==> config.mk <==
export PLATFORM = sky130hd
export DESIGN_NAME = tmel_ram
export DESIGN_NICKNAME = d
export VERILOG_FILES = /design/src/rtl/tmel_ram.sv
export SDC_FILE = /design/constraint.sdc
export NUM_CORES = 2
export LEC_CHECK = 0
export BUFFER_PORTS_ARGS = -buffer_cell sky130_fd_sc_hd__buf_2
export CORE_MARGIN = 2
export CORE_UTILIZATION = 42
export CTS_CLUSTER_DIAMETER = 80
export DETAILED_ROUTE_END_ITERATION = 10
export PLACE_DENSITY = 0.68
export SYNTH_ARGS = -nofsm -noshare
export SYNTH_HDL_FRONTEND = slang
export SYNTH_SLANG_ARGS = --single-unit
==> constraint.sdc <==
create_clock -name clk_i -period 4.6 [get_ports clk_i]
set_input_delay 0.46 -clock clk_i [delete_from_list [all_inputs] [get_ports clk_i]]
set_output_delay 0.46 -clock clk_i [all_outputs]
set_load 0.02 [all_outputs]
==> src/rtl/tmel_ram.sv <==
// Generic single-clock RAM with one write port and one registered read port.
module tmel_ram #(
  parameter int WIDTH = 16,
  parameter int DEPTH = 256
) (
  input  logic                     clk_i,
  input  logic                     we_i,
  input  logic [$clog2(DEPTH)-1:0] waddr_i,
  input  logic [WIDTH-1:0]         wdata_i,
  input  logic                     re_i,
  input  logic [$clog2(DEPTH)-1:0] raddr_i,
  output logic [WIDTH-1:0]         rdata_o
);

  logic [WIDTH-1:0] mem_q [DEPTH];
  logic [WIDTH-1:0] rdata_q;

  // Write port.
  always_ff @(posedge clk_i) begin
    if (we_i) begin
      mem_q[waddr_i] <= wdata_i;
    end
  end

  // Registered read port.
  always_ff @(posedge clk_i) begin
    if (re_i) begin
      rdata_q <= mem_q[raddr_i];
    end
  end

  assign rdata_o = rdata_q;

endmodule

## Word-level counts from Yosys, hierarchy flattened

Memories as Yosys holds them, arrays and structs flattened. A register that Yosys moved wholly into a read port is not among the register bits.
Index checks and enable logic that the tools add are counted.

- Muxes and demuxes: 2

Operators with widths:

| kind | number |
|---|---|
| 1-bit two-way mux | 2 |

- Flip-flop bits (word level): 0
- RAM bits: 4096
- Input port bits: 35
- Logic and storage cells: 3
- Memories kept: 1

Memory list:

| memory | words | width | read ports | clocked after memory_dff | wr ports | line | source |
|---|---|---|---|---|---|---|---|
| mem_q | 256 | 16 | 1 | 1 | 1 | 15 | `logic [WIDTH-1:0] mem_q [DEPTH];` |

## Depth between registers and ports, before layout

- Word-level depth: 2
- Mapped depth: 12
- Gate-level depth less buffers: 6

## Worst setup path after synthesis

OpenSTA, ideal clock, no wires.

- Kind: input port to flip-flop
- Start: input port raddr_i[0]
- End: register rdata_q[4], in the netlist rdata_o[4] (read register of mem_q) (data pin)
- Setup time: 265 ps
- Data arrival time: 2444 ps
- Required time: 4335 ps
- Path slack: 1891 ps
- Cell stages on the path: 8
- Path buffers: 3
- Cells stage by stage: buf_6 -> buf_6 -> buf_2 -> mux4_2 -> mux4_2 -> a22o_1 -> o32ai_2 -> nor4_2

RTL lines:

| item | line | source |
|---|---|---|
| start, declared | 11 | `input logic [$clog2(DEPTH)-1:0] raddr_i,` |
| end, declared | 16 | `logic [WIDTH-1:0] rdata_q;` |

==> flow_summary.toml <==
[route]
drc = 0
viasPerCell = 6.01
drt-total-wl_um = 413000
vias = 79600
first_iter_violations = 11200
drtPass1Iterations = 6
wl_per_cell_um = 31.2
ant_nets = 0

[synthesis]
yosysTopAreaCell = "edfxtp_1"
yosysMostFrequentCell = "edfxtp_1"
yosysTopAreaCellShare_pct = 77.7
synth_seq_cells = 4112
seq_area_frac_synth_pct = 77.7
ys_top_cells_by_area = "edfxtp_1 (78%), mux4_2 (11%), mux2i_1 (3.6%)"
syn_nets = 7395
syn_area_per_cell_um2 = 21.6
async_flop_share_pct = 0
synthCells = 7360
netlist_top_cells_count = "edfxtp_1 (4112), mux4_2 (797), mux2i_1 (565), nor2_1 (304), o221ai_1 (252)"
yosysUniqueCellTypes = 51
yosys_warnings = 0
synth_edf_count = 4112
synth_area_mm2 = 0.159
ys.flop_type = "edfxtp_1"

[pwr]
p_int_mw = 60.8
irDropWorstVdd_v = 0.000319
p_switching_mw = 16.3
p_seq_share_pct = 53.7
power_switching_share_pct = 21.1
power_leakage_nw = 57.2
clkPwrFrac_pct = 41.3
combPwrFrac_pct = 5.0
p_per_area_mw_per_mm2 = 426

[run]
max_cap_viol_count = 0

[clocking]
cts_buffer_depth = 4
cts_setup_buffers = 0
cts_tree = "yes"
hold_buffers = 0
path_clk_slew_ns = 0.06
clock-root-buffer = "clkbuf_16"
cts_made_buffers = 391
clock_latency_ns = 0.96
cts_max_level = 5
cts_sinks = 4112
ctsResizeCount = 0

[sta]
slew-limit-headroom_pct = 7.52
fmax_ghz = 0.277
post-route-min-period_ns = 3.61
worst_slew_pin_slew_ns = 1.39
rsz0062_at_grt = "no"
hold_ws_ns = 0.0117
clock_skew_ns = 0.0787
tns_ns = 0
min_period_over_period_pct = 78.5
setup_viol = 0
slew_violations = 0
finalHoldViolations = 0

[global_routing]
grt_pass1_wl_um = 587000
grt_pass1_vias = 78900
antenna_found_initial = 26
gr-total-overflow = 0
grtUsageTotal_pct = 21.3
grt_start_max_net_pins = 157

[cells_and_area]
finalNetCount = 7950
n_fill_cell = 30000
ff_latch_area_mm2 = 0.123
drive_above_1_share_pct = 25.8
multi_input_area_mm2 = 0.0329
area_growth_pct = 13.8

[place]
hpwl_um = 248000
port-buffer-count = 50
gp_congestion = 0.863

[worst_setup_path]
crit_fanout = 40
end_kind = "register"
critical_path_arrival_ns = 4.23
worst-setup-path-type = "in -> reg"
start_kind = "input pin"
crit_required_ns = 5.22

[worst_hold_path]
hold_class = "in -> reg"

[floorplanning]
start_util_pct = 42.2
core.rowCount = 225
die_width_um = 619
dieArea_mm2 = 0.383
fp.dieH_um = 619
fp.coreArea_mm2 = 0.376
io_pins = 51

[outcome]
outcome = "complete, no violations"
per-stage QoR:
step                power (mW)  util (%)  instances  setup WS, ns  instance area (um^2)
global placement          46.0      44.7      12500         0.122                168000
global route              79.0      48.1      13200         0.974                181000
finish                    77.1      48.1      13200         0.991                181000
floorplan                 44.2         -       7360          1.89                159000
detailed placement        46.1      44.7      12500        0.0846                168000
CTS                       77.5      48.1      13200          1.00                181000
sequential cells by signal (all words and copies together) (netlist names):
register and cells:
mem_q 4096, rdata_o 16
layout make-up:
cell class / count / share of cell area, %
flip-flops and latches: 4112 / 68.3
multi-input cells: 2792 / 18.2
clock buffers: 474 / 5.69
well taps: 4994 / 3.46
repair buffers: 614 / 3.02
clock inverters: 242 / 1.30
inverters: 4 / 0.0152
diodes: 10 / 0.0138
power by group through the flow:
stage	Clock, mW	Combinational, mW	Sequential (mW)
floorplan	0	2.04	42.2
global placement	0	3.80	42.2
detailed placement	0	3.88	42.2
CTS	32.2	3.88	41.4
global route	33.6	4.05	41.4
finish	31.8	3.87	41.4
final timing paths:
path | start | endpoint | slack, ns | depth (start not counted)
setup / recovery | raddr_i[0] | rdata_o[2]$_DFFE_PP_ | 0.99 | 9
hold / removal | wdata_i[4] | mem_q[190][4]$_DFFE_PP_ | 0.01 | 1
setup reg to reg | mem_q[139][2]$_DFFE_PP_ | rdata_o[2]$_DFFE_PP_ | 1.17 | 8
hold reg to reg | mem_q[234][8]$_DFFE_PP_ | rdata_o[8]$_DFFE_PP_ | 1.17 | 6
critical path, stage by stage:
cell     delay [ns]
buf_12         0.34
buf_12         0.31
buf_4          0.29
mux4_2         0.58
mux4_2         0.50
a22o_1         0.35
o32ai_1        1.02
buf_4          0.27
nor4_1         0.05
cells by family after synthesis:
family                 share of synthesized area, %
AND/OR/NAND/NOR                                1.57
multiplexers                                   15.5
buffers and inverters                          1.69
flip-flops                                     77.7
AO/OA/AOI/OAI                                  3.53
cells in the final DEF, fill, tap and decap left out, types with 18 or more instances in the layout:
cell and count:
o21ai_0 37, bufinv_16 39, nor2_2 31, o22ai_1 148
a211oi_1 18, mux2_2 88, nor2_1 273, a21oi_1 175
nand3_1 29, clkinvlp_4 18, nand2_1 38, edfxtp_1 4112
nor3_1 90, a22oi_1 43, buf_2 30, o221ai_1 252
buf_4 502, buf_12 63, clkbuf_16 400, mux2i_1 565
mux4_2 797, clkbuf_1 74, clkinv_2 90, a22o_1 32
a221oi_1 28, clkinv_1 76, nand4_1 26
routing by layer:
metal	vias up	track usage, %	part of all wire, %
met5	-	0	0.020
met4	12	8.85	4.6
met3	768	4.12	9.5
met2	4188	34.9	49
met1	42200	28.0	37
li1	32400	-	-
Power figures use the tool's default switching activity.
