File: config.mk
export PLATFORM = sky130hd
export DESIGN_NAME = tmel_div
export DESIGN_NICKNAME = d
export VERILOG_FILES = /design/src/rtl/tmel_div.sv
export SDC_FILE = /design/constraint.sdc
export NUM_CORES = 1
export LEC_CHECK = 0
export ABC_CLOCK_PERIOD_IN_PS = 5700
export BUFFER_PORTS_ARGS = -buffer_cell sky130_fd_sc_hd__buf_2
export CORE_MARGIN = 2
export CORE_UTILIZATION = 34
export DETAILED_ROUTE_END_ITERATION = 8
export MAX_ROUTING_LAYER = met4
export PLACE_DENSITY = 0.54
export SYNTH_ARGS = -nofsm -noshare
export SYNTH_HDL_FRONTEND = slang
export SYNTH_SLANG_ARGS = --single-unit
File: constraint.sdc
create_clock -name clk_i -period 5.7 [get_ports clk_i]
set_input_delay 1.71 -clock clk_i [delete_from_list [all_inputs] [get_ports clk_i]]
set_output_delay 1.71 -clock clk_i [all_outputs]
set_load 0.05 [all_outputs]
File: src/rtl/tmel_div.sv
// Restoring divider that produces one quotient bit per cycle.
module tmel_div #(
  parameter int DW = 25,
  parameter int VW = 9
) (
  input  logic          clk_i,
  input  logic          rst_ni,
  input  logic          start_i,
  input  logic [DW-1:0] dividend_i,
  input  logic [VW-1:0] divisor_i,
  output logic          done_o,
  output logic [DW-1:0] quotient_o
);

  localparam int CW = $clog2(DW + 1);

  logic [DW-1:0] quo_q, quo_d;
  logic [VW-1:0] rem_q, rem_d;
  logic [VW-1:0] div_q, div_d;
  logic [CW-1:0] cnt_q, cnt_d;
  logic          busy_q, busy_d;
  logic          done_q, done_d;
  logic [VW:0]   shifted;
  logic [VW:0]   diff;
  logic          fits;

  // One restoring step: shift in the next dividend bit and try a subtract.
  always_comb begin
    shifted = {rem_q, quo_q[DW-1]};
    diff    = shifted - {1'b0, div_q};
    fits    = shifted >= {1'b0, div_q};
    quo_d   = quo_q;
    rem_d   = rem_q;
    div_d   = div_q;
    cnt_d   = cnt_q;
    busy_d  = busy_q;
    done_d  = 1'b0;
    if (start_i) begin
      quo_d  = dividend_i;
      rem_d  = '0;
      div_d  = divisor_i;
      cnt_d  = '0;
      busy_d = 1'b1;
    end else if (busy_q) begin
      quo_d = {quo_q[DW-2:0], fits};
      rem_d = fits ? diff[VW-1:0] : shifted[VW-1:0];
      cnt_d = cnt_q + CW'(1);
      if (cnt_q == CW'(DW - 1)) begin
        busy_d = 1'b0;
        done_d = 1'b1;
      end
    end
  end

  // Control state.
  always_ff @(posedge clk_i or negedge rst_ni) begin
    if (!rst_ni) begin
      busy_q <= 1'b0;
      done_q <= 1'b0;
      cnt_q  <= '0;
    end else begin
      busy_q <= busy_d;
      done_q <= done_d;
      cnt_q  <= cnt_d;
    end
  end

  // Datapath registers.
  always_ff @(posedge clk_i) begin
    quo_q <= quo_d;
    rem_q <= rem_d;
    div_q <= div_d;
  end

  assign done_o     = done_q;
  assign quotient_o = quo_q;

endmodule

After elaboration in Yosys (flattened, before gate mapping):

Index checks and enable logic that the tools add are counted.

* flip-flop bits (word level): 50
* output and inout port bits: 26
* input port bits: 37

* eq/ne operators: 1
* $lt $le $gt $ge: 1
* add/subtract/negate cells: 2
* reductions and logical operators: 1
* muxes and demuxes: 11

Operators with widths (number)
* 2-to-1 mux 25 bit: 2
* >= comparator 10 x 9 -> 1 bit: 1
* 2-to-1 mux 5 bit: 2
* 2-to-1 mux 9 bit: 1
* subtractor 9 bit: 1
* 2-to-1 mux 1 bit: 6
* adder 5 x 1 -> 5 bit, second input constant: 1
* == test 5 bit, second input constant: 1
* nonzero test 2 bit: 1

Depth between registers and ports, before layout:

* depth after elaboration: 4
* depth in mapped cells: 10

Least setup slack after synthesis:

OpenSTA, ideal clock, no wires.

* path type: input -> register
* start: input port start_i
* end: register quo_q[0] (netlist: quotient_o[0]) (enable)
* path slack: 2.626 ns
* setup time: 0.361 ns
* arrival time: 2.713 ns
* data required time: 5.339 ns
* cell stages on the path: 3
* path buffers: 2
* cell sequence: clkbuf_1 buf_1 or2_2

* word-level cells in the longest chain between the ends: 1

Ends and longest elaborated chain
* from (decl): RTL line 8 `input logic start_i,`
* nonzero test 2 bit (no line)
* to (signal assigned): RTL line 70 `quo_q <= quo_d;`
* to (decl): RTL line 17 `logic [DW-1:0] quo_q, quo_d;`

No other way between the ends.
A chain may end at the register's enable or synchronous reset.

Final worst setup path:

* start: input port start_i
* end: register quo_q[20] (netlist: quotient_o[20]) (data pin)

* word-level cells in the longest chain between the ends: 1

Ends and longest elaborated chain
* 2-to-1 mux 25 bit: RTL line 38 `if (start_i) begin`
* via quo_d[20]: RTL line 17

The timed path passes the listed nets, and every way through them passes these cells.

==> flow_summary.yaml <==
worst_hold_path:
  hold_path.startpoint: "rem_q[4]$_SDFFE_PP0P_"
  min_path_cells: 2
  min_to: "rem_q[4]$_SDFFE_PP0P_"
  hold_class: "reg2reg"
clock_network:
  tritoncts: "built"
  ctsHoldBuffers: 0
  cts_resized: 0
  clk_latency_ns: 0.30
  numCtsBuffers: 5
  cts_setup_buffers: 0
  cts.sinks: 50
  cts-root-buf: "clkbuf_8"
  path_clk_slew_ns: 0.10
  cts_max_path_buffers: 2
  cts_htree_levels: 2
sta:
  fin_tns_setup_ns: 0
  hold_violations: 0
  tightest_slew_ns: 0.8952
  clock_skew_ns: 0.003636
  rsz0062_at_grt: "no"
  timing.fmax_ghz: 0.3366
  min_period_over_period_pct: 52.11
  fin_crit_ns: 2.971
  max_slew_margin_pct: 40.32
  setup_viol_count_final: 0
  whs_ns: 0.5113
  fin_ws_ns: 2.729
  finalMaxSlewViolations: 0
detailed_routing:
  first_pass_iters: 4
  m1WireLength_mm: 2.400
  highest_layer: "met4"
  avgViaCountPerCell: 4.768
  wire_per_inst_um: 13.87
  wl_mm: 5.132
  dr_wl_met3_um: 189
  dr_wl_met2_mm: 2.479
  drcViolationCount: 0
  ant_nets: 0
  drt_iter0_drc: 93
  num_vias: 1764
setup_path:
  rr_worst_depth: 9
  critPathArrivalTime_ns: 3.04
  reg2reg_slack_ns: 3.23
  crit_chain: "buf_2 > buf_4 > mux2_2"
  crit_start: "start_i"
  cp_data_required_time_ns: 5.77
  cp_slowest_cell: "buf_2"
  startpoint_type: "input port"
  worstPathMaxFanout: 29
  max_stage_delay_ns: 0.52
  crit_family: "buffers and inverters"
  critPathCaptureType: "flip-flop"
  path_buf_inv: 2
  crit_type: "in2reg"
  r2r-end: "rem_q[6]$_SDFFE_PP0P_"
  r2r-start: "quotient_o[24]$_DFFE_PP_"
grt:
  grt_antenna_before_repair: 0
  grt_start_max_net_pins: 30
  overflow: 0
  grt_pass1_vias: 1633
  grt_usage_pct: 12.51
  grt_pass1_wl_mm: 8.093
placed_design:
  dpl.hpwl_mm: 3.555
  io_buffers: 62
  gp_congestion: 0.7919
  pre_cts_ws_ns: 2.389
die:
  io_pins: 63
  die_height_um: 91.74
  die-width_um: 91.74
  start_util_pct: 35.52
  dieArea_sq_um: 8416
  rows: 31
  core_sq_um: 7370
final_layout:
  drive_gt1_share_pct: 38.01
  areaGrowthSynthToFinish_pct: 17.69
  ff_latch_area_sq_um: 1376
  layout_common_cells: "buf_2, edfxtp_1, mux2_2"
  mostFrequentLayoutCell: "buf_2"
  nNetsFinal: 319
  final_util_pct: 41.80
  num_antenna_cells: 0
  fill_cells: 719
  multiInputGateArea_sq_um: 1120
logic_synthesis:
  yosysWarningCount: 0
  synth_seq_cells: 50
  syn_inst: 211
  synth-edff-count: 34
  syn_nets: 260
  synth_area_sq_um: 2618
  synthFlopType: "edfxtp_1"
  synthDistinctLibCells: 50
  synthArstFlopShare_pct: 14.00
  yosysSeqAreaShare_pct: 52.58
  syn_avg_cell_area_sq_um: 12.41
pwr:
  finalPower_mw: 1.113
  leakage_nw: 1.335
  ir_drop_mv: 0.1248
  power_per_cell_area_nw_per_um2: 361.4
run_status:
  outcome: "complete, no violations"
run:
  drv_cap: 0
[where the power goes]
part / leakage, nW / total, mW / internal [mW] / switching, mW
Combinational: 0.773 / 0.426 / 0.173 / 0.252
Sequential: 0.518 / 0.477 / 0.443 / 0.0336
Clock: 0.0441 / 0.211 / 0.0865 / 0.124
[worst max-delay path by stage]
stage                                    end  slack, ns  depth (start not counted)
floorplan            quotient_o[0]$_DFFE_PP_       2.63                          3
global placement    quotient_o[15]$_DFFE_PP_       2.40                          3
detailed placement  quotient_o[15]$_DFFE_PP_       2.39                          3
CTS                 quotient_o[18]$_DFFE_PP_       2.73                          3
global route        quotient_o[21]$_DFFE_PP_       2.68                          3
finish              quotient_o[20]$_DFFE_PP_       2.73                          3
[worst min-delay path: stages, from the launching register on]
cell and delay [ns]:
dfxtp_1 0.34, nor2_1 0.08, a311oi_1 0.05
[through the flow]
stage / instances / instance area, sq um
final: 370 / 3080
after global routing: 370 / 3080
after CTS: 370 / 3080
after detailed placement: 362 / 2990
after global placement: 362 / 2990
after floorplan: 211 / 2618
[final cells by class]
class / count / share of cell area, %
sequential: 50 / 44.68
multi-input combinational: 136 / 36.35
timing repair buffer: 63 / 10.32
tap: 99 / 4.021
clock buffer: 5 / 2.234
inverter: 14 / 1.706
clock inverter: 3 / 0.6905
[metal layers]
metal,track usage (%),vias to the layer above
met4,4.478,0
met1,16.59,832
met3,2.794,5
met2,18.93,32
met5,-,-
li1,-,895
[state kept, by name (all words and copies together), names as in the netlist]
name	cells
cnt_q	5
quotient_o	25
done_o	1
busy_q	1
div_q	9
rem_q	9
[kinds of logic after synthesis]
logic type / count (synthesis) / synth area share [%]
AOI/OAI and AO/OA: 40 / 12.33
xor gates and xnor gates: 9 / 3.011
adders and majority gates: 12 / 6.023
buffers and inverters: 25 / 4.636
DFF: 50 / 52.58
muxes: 26 / 11.09
and+or+nand+nor: 49 / 10.33
[synth_stat cells, types with 4 or more instances]
| master | instances | share of area (%) |
|---|---|---|
| clkbuf_1 | 5 | 0.72 |
| nor2_1 | 15 | 2.2 |
| ha_1 | 11 | 5.3 |
| edfxtp_1 | 34 | 39 |
| xor2_1 | 5 | 1.7 |
| inv_1 | 14 | 2.0 |
| nand3_1 | 7 | 1.3 |
| dfrtp_1 | 7 | 6.7 |
| xnor2_1 | 4 | 1.3 |
| a311oi_1 | 5 | 1.7 |
| mux2_2 | 24 | 10 |
| a21o_1 | 10 | 2.9 |
| nand2_1 | 8 | 1.1 |
| dfxtp_1 | 9 | 6.9 |
(Power assumes the default switching activity.)
